## src/sv/gir_pkg.sv

```systemverilog
// Shared constants, types and helpers of the gray image rotator.
package gir_pkg;

  localparam int MAX_SIDE = 64;
  localparam int SIDE_W   = $clog2(MAX_SIDE);
  localparam int LEN_W    = SIDE_W + 1;
  localparam int ADDR_W   = 2 * SIDE_W;
  localparam int DEPTH    = MAX_SIDE * MAX_SIDE;
  localparam int CFG_W    = 7;
  localparam int IDX_W    = 2;
  localparam int GRAY_W   = 8;
  localparam int RGB_W    = 16;

  localparam logic [IDX_W-1:0] REG_WIDTH  = 2'd0;
  localparam logic [IDX_W-1:0] REG_HEIGHT = 2'd1;
  localparam logic [IDX_W-1:0] REG_MODE   = 2'd2;

  typedef enum logic {
    FUNC_LOAD = 1'b0,
    FUNC_READ = 1'b1
  } func_t;

  typedef enum logic [1:0] {
    ROT_0   = 2'd0,
    ROT_90  = 2'd1,
    ROT_180 = 2'd2,
    ROT_270 = 2'd3
  } mode_t;

  typedef enum logic [1:0] {
    ST_IDLE,
    ST_READ,
    ST_SEND
  } state_t;

  typedef struct packed {
    logic load;
    logic calc;
    logic read;
    logic send;
  } cmd_t;

  function automatic logic [LEN_W-1:0] eff_size(input logic [CFG_W-1:0] v);
    logic [LEN_W-1:0] r;
    if (v == '0) begin
      r = LEN_W'(1);
    end else if (int'(v) > MAX_SIDE) begin
      r = LEN_W'(MAX_SIDE);
    end else begin
      r = LEN_W'(v);
    end
    return r;
  endfunction

  function automatic logic [RGB_W-1:0] to_rgb565(input logic [GRAY_W-1:0] g);
    return {g[7:3], g[7:5], g[4:2], g[7:3]};
  endfunction

endpackage

```

## src/sv/gir_ctrl.sv

```systemverilog
// Controller state machine and output valid flag of the gray image rotator.
module gir_ctrl import gir_pkg::*; (
  input  logic clk,
  input  logic rst,
  input  logic s_tvalid,
  input  logic s_tuser,
  output logic s_tready,
  output logic m_tvalid,
  input  logic m_tready,
  output cmd_t cmd
);

  state_t state, state_next;
  logic   out_free;

  assign out_free = !m_tvalid || m_tready;
  assign s_tready = (state == ST_IDLE);

  always_ff @(posedge clk) begin
    if (rst) begin
      state    <= ST_IDLE;
      m_tvalid <= 1'b0;
    end else begin
      state <= state_next;
      if (cmd.send) begin
        m_tvalid <= 1'b1;
      end else if (m_tready) begin
        m_tvalid <= 1'b0;
      end
    end
  end

  always_comb begin
    state_next = state;
    cmd        = '0;
    case (state)
      ST_IDLE: begin
        if (s_tvalid) begin
          if (func_t'(s_tuser) == FUNC_LOAD) begin
            cmd.load = 1'b1;
          end else begin
            cmd.calc   = 1'b1;
            state_next = ST_READ;
          end
        end
      end
      ST_READ: begin
        cmd.read   = 1'b1;
        state_next = ST_SEND;
      end
      ST_SEND: begin
        if (out_free) begin
          cmd.send   = 1'b1;
          state_next = ST_IDLE;
        end
      end
      default: state_next = ST_IDLE;
    endcase
  end

endmodule

```

## config.mk

```make
export PLATFORM = sky130hd
export DESIGN_NAME = gir_ctrl
export DESIGN_NICKNAME = d
export VERILOG_FILES = /design/src/sv/gir_pkg.sv /design/src/sv/gir_ctrl.sv
export SDC_FILE = /design/constraint.sdc
export NUM_CORES = 1
export LEC_CHECK = 0
export BUFFER_PORTS_ARGS = -buffer_cell sky130_fd_sc_hd__buf_2
export CAP_MARGIN = 20
export CORE_AREA = 2 2 39 41
export DETAILED_ROUTE_END_ITERATION = 10
export DIE_AREA = 0 0 41 43
export PLACE_DENSITY = 0.39
export SKIP_CTS_REPAIR_TIMING = 1
export SLEW_MARGIN = 20
export SYNTH_ARGS = -nofsm -noshare
export SYNTH_HDL_FRONTEND = slang
export SYNTH_SLANG_ARGS = --single-unit
```

## constraint.sdc

```tcl
create_clock -name clk -period 2.4 [get_ports clk]
set_clock_uncertainty 0.1 [all_clocks]
set_input_delay 0.72 -clock clk [delete_from_list [all_inputs] [get_ports clk]]
set_output_delay 0.72 -clock clk [all_outputs]
set_load 0.05 [all_outputs]
```

Yosys cells after proc, flatten, opt, wreduce, memory -nomap -nowiden
Index checks and enable logic that the tools add are counted.
{"block": "op_classes", "n_reduce_logical": 5, "n_mux": 13, "eq_ne": 5}
{"cell": "2-to-1 mux 2 bit", "n": 5}
{"cell": "2-to-1 mux 1 bit", "n": 7}
{"cell": "!= test 2 bit, second input constant", "n": 3}
{"cell": "one-hot mux 2 bit (3 select lines)", "n": 1}
{"cell": "AND reduction 3 bit", "n": 1}
{"cell": "== test 2 x 1 -> 1 bit, second input constant", "n": 1}
{"cell": "== test 2 bit, second input constant", "n": 1}
{"cell": "logical NOT 2 bit", "n": 1}
{"cell": "nonzero test 2 bit", "n": 1}
{"cell": "logical NOT 1 bit", "n": 1}
{"cell": "logical OR 1 bit", "n": 1}
{"block": "word_totals", "wordCells": 25, "register_bits": 3, "input_bits": 5, "out_inout_bits": 6}

Depth between registers and ports, before layout
{"block": "logic_depth", "depth_word": 5, "mapped_depth": 2}

Least setup slack after synthesis
No wires, ideal clock.
{"block": "synth_path", "path_type": "input-to-output", "start": "input s_tuser", "end": "output cmd[3] in the netlist's numbering", "n_path_buf": 0, "arrival_ns": 2.363, "path_slack_ns": -0.783, "required_ns": 1.580, "path_stages": 1, "cell_sequence": "nor4b_1"}
{"block": "synth_via", "elab_chain_cells": 3}
{"element": "start: declaration", "line_no": "gir_ctrl.sv:6", "text": "input logic s_tuser,"}
{"element": "2-to-1 mux 1 bit", "line_no": "gir_ctrl.sv:39", "text": "if (func_t'(s_tuser) == FUNC_LOAD) begin"}
{"element": "2-to-1 mux 2 bit", "line_no": "gir_ctrl.sv:38", "text": "if (s_tvalid) begin"}
{"element": "2-to-1 mux 2 bit", "line_no": "gir_ctrl.sv:36", "text": "case (state)"}
{"element": "end: declaration", "line_no": "gir_ctrl.sv:10", "text": "output cmd_t cmd"}
Every way passes these cells.

==> results.tsv <==
metric	value	unit
status	finished, final reports clean	
Port Buf Inserts	10	
core area	1380	um^2
CTS tree	built	
router iterations before antenna repair	2	
Tot GR Track Use	0.0612	
nets@finish	34	
mux contribution to synthesized area	0	
switch share	0.283	
crit-path max FO	3	
CTS H-Tree Depth	1	
Post-Layout Cell Count	44	
Yosys warnings	0	
GR Util met3	0.0471	
Internal	125	uW
Final Cycle Share	0.893	
commonest cells after routing, fill and taps aside	10 x buf_2, 3 x clkbuf_4, 3 x dfxtp_1	
Peak Freq	0.466	GHz
Switch Pwr	49.6	uW
Synth Area in XOR/XNOR	0	
max-cap violations	0	
synth-to-layout area growth	78.4	%
routed length per instance	8.84	um
Combinational Power Share	0.193	
Slew headroom	0.833	
Die H	43	um
via count	162	
initial core utilization	0.105	
Post-Syn Nets	19	
CTS root buffer	clkbuf_4	
clock sinks	3	
dpl cells	40	
main combinational cell family by area after synthesis	simple AND/OR/NAND/NOR gates	
register area share after synthesis	0.414	
total die area	1760	um^2
post-synthesis compound-gate area fraction	0.103	
CP startpoint kind	input port	
CTS max path bufs	2	
Hold Crit Class	flop to flop	
Gate Count Post-Synth	14	
FF+latch count, synth	3	
Die X-Extent	41	um
Clock power frac	0.497	
critical path class	input port to primary output	
post-route cell area	259	um^2
LEAKAGE	0.000134	uW
clock latency on the worst-skew pair	0.23	ns
final critical-path required period	2.14	ns
Req. time, crit path	1.58	ns
CP arrival	1.32	ns
met2 Use GR	0.0625	
syn avg cell area	10.4	um^2
Worst-Margin Slew	0.252	ns
sequential power share	0.309	
DRC violations left	0	
crit path capture type	primary output	
placed cell area	233	um^2
HPWL after DPL	315	um
M1 GR Usage	0.0737	
PwrDens	676	nW/um^2
top cells by area, synth	dfxtp_1 41%, and4bb_1 8.6%, nand2b_1 8.6%, and2b_4 6.9%, and4b_1 6.9%	
Post-Synth Adder-Cell Area	0	
Post-Synth Simple-Gate Area	0.483	
most crowded layer after global routing	met1	
clock slew at reported path FFs	0.03	ns
vias in the first global route	157	
GR Overflow Total	0	
setup TNS	0	ns
first-pass GRT wire length	648	um
routability cong.	0.539	
Num CTS Buffers	3	
I/O Pins	11	
num rows	14	
final WL	389	um
commonest non-fill, non-tap cell in the layout	buf_2	
post-synth top area share	0.414	
post-synth top area cell	dfxtp_1	
max-slew violation count	0	
RSZ-0062 raised after global routing	false	
Final setup viols	0	
VDD IR max	0.226	mV
Routed Antenna Nets	0	
antenna cells	0	
share of cells above drive strength 1	0.571	
drt via density	3.68	
hold violation count in the final report	0	
largest net degree at the start of global routing	6	
antenna violations before repair	0	
DR iter-0 viols	1	
Post-Syn Area	145	um^2
Unique masters post-synth	11	
synthesized netlist by cell type:
| cell type | count |
|---|---|
| a21oi_1 | 1 |
| and4b_1 | 1 |
| and3_1 | 1 |
| nor2_1 | 1 |
| nand2b_1 | 2 |
| nor2b_1 | 1 |
| and4bb_1 | 1 |
| dfxtp_1 | 3 |
| nor4b_1 | 1 |
| o21ba_1 | 1 |
| and2b_4 | 1 |
layout make-up:
| class | instances | area, um^2 |
|---|---|---|
| fill | 149 | 1120 |
| multi-input combinational | 11 | 103 |
| sequential | 3 | 60.1 |
| timing repair buffer | 10 | 50.0 |
| clock buffer | 4 | 26.3 |
| tap | 16 | 20.0 |
cell families (layout without fill, tap and decap cells):
kind of cell | Yosys count | in the layout
buffers and inverters | 0 | 14
and+or+nand+nor | 9 | 9
AOI/OAI and AO/OA | 2 | 2
DFF | 3 | 3
flip-flops by register name (all words and copies together) (netlist names):
register	count
state	2
m_tvalid	1
stage by stage:
step	setup WS [ns]	utilization	power (uW)	hold WS [ns]
floorplan	0.0381	-	79.0	0.439
global placement	0.257	0.168	88.2	0.374
finish	0.256	0.187	175	0.402
CTS	0.251	0.187	181	0.413
global route	0.219	0.187	190	0.436
detailed placement	0.251	0.168	88.9	0.406
critical path, cell delays in order:
cell,delay (ns)
buf_2,0.12
nor4b_4,0.19
buf_2,0.29
path summary, 6_finish.rpt:
path              startpoint        to  slack, ns  cells after the start
hold / removal      m_tvalid  m_tvalid       0.40                      2
setup reg to reg    state[1]  state[1]       1.36                      2
hold reg to reg     m_tvalid  m_tvalid       0.40                      2
setup / recovery     s_tuser    cmd[3]       0.26                      3
power by group through the flow:
stage	Combinational, uW	Sequential, uW	Clock (uW)
after detailed placement	34.1	54.8	0
after global routing	35.9	54.3	99.3
after floorplan	23.3	55.7	0
after global placement	33.5	54.6	0
after CTS	34.1	54.1	92.7
final	33.8	54.1	87.1
layer usage:
metal / share of wire / wire length [um] / vias to the layer above
met5: 0 / 0 / -
met4: 0 / 0 / 0
met3: 0.14 / 53 / 0
met2: 0.35 / 138 / 11
met1: 0.51 / 197 / 72
li1: - / - / 79
Power figures use the tool's default switching activity.
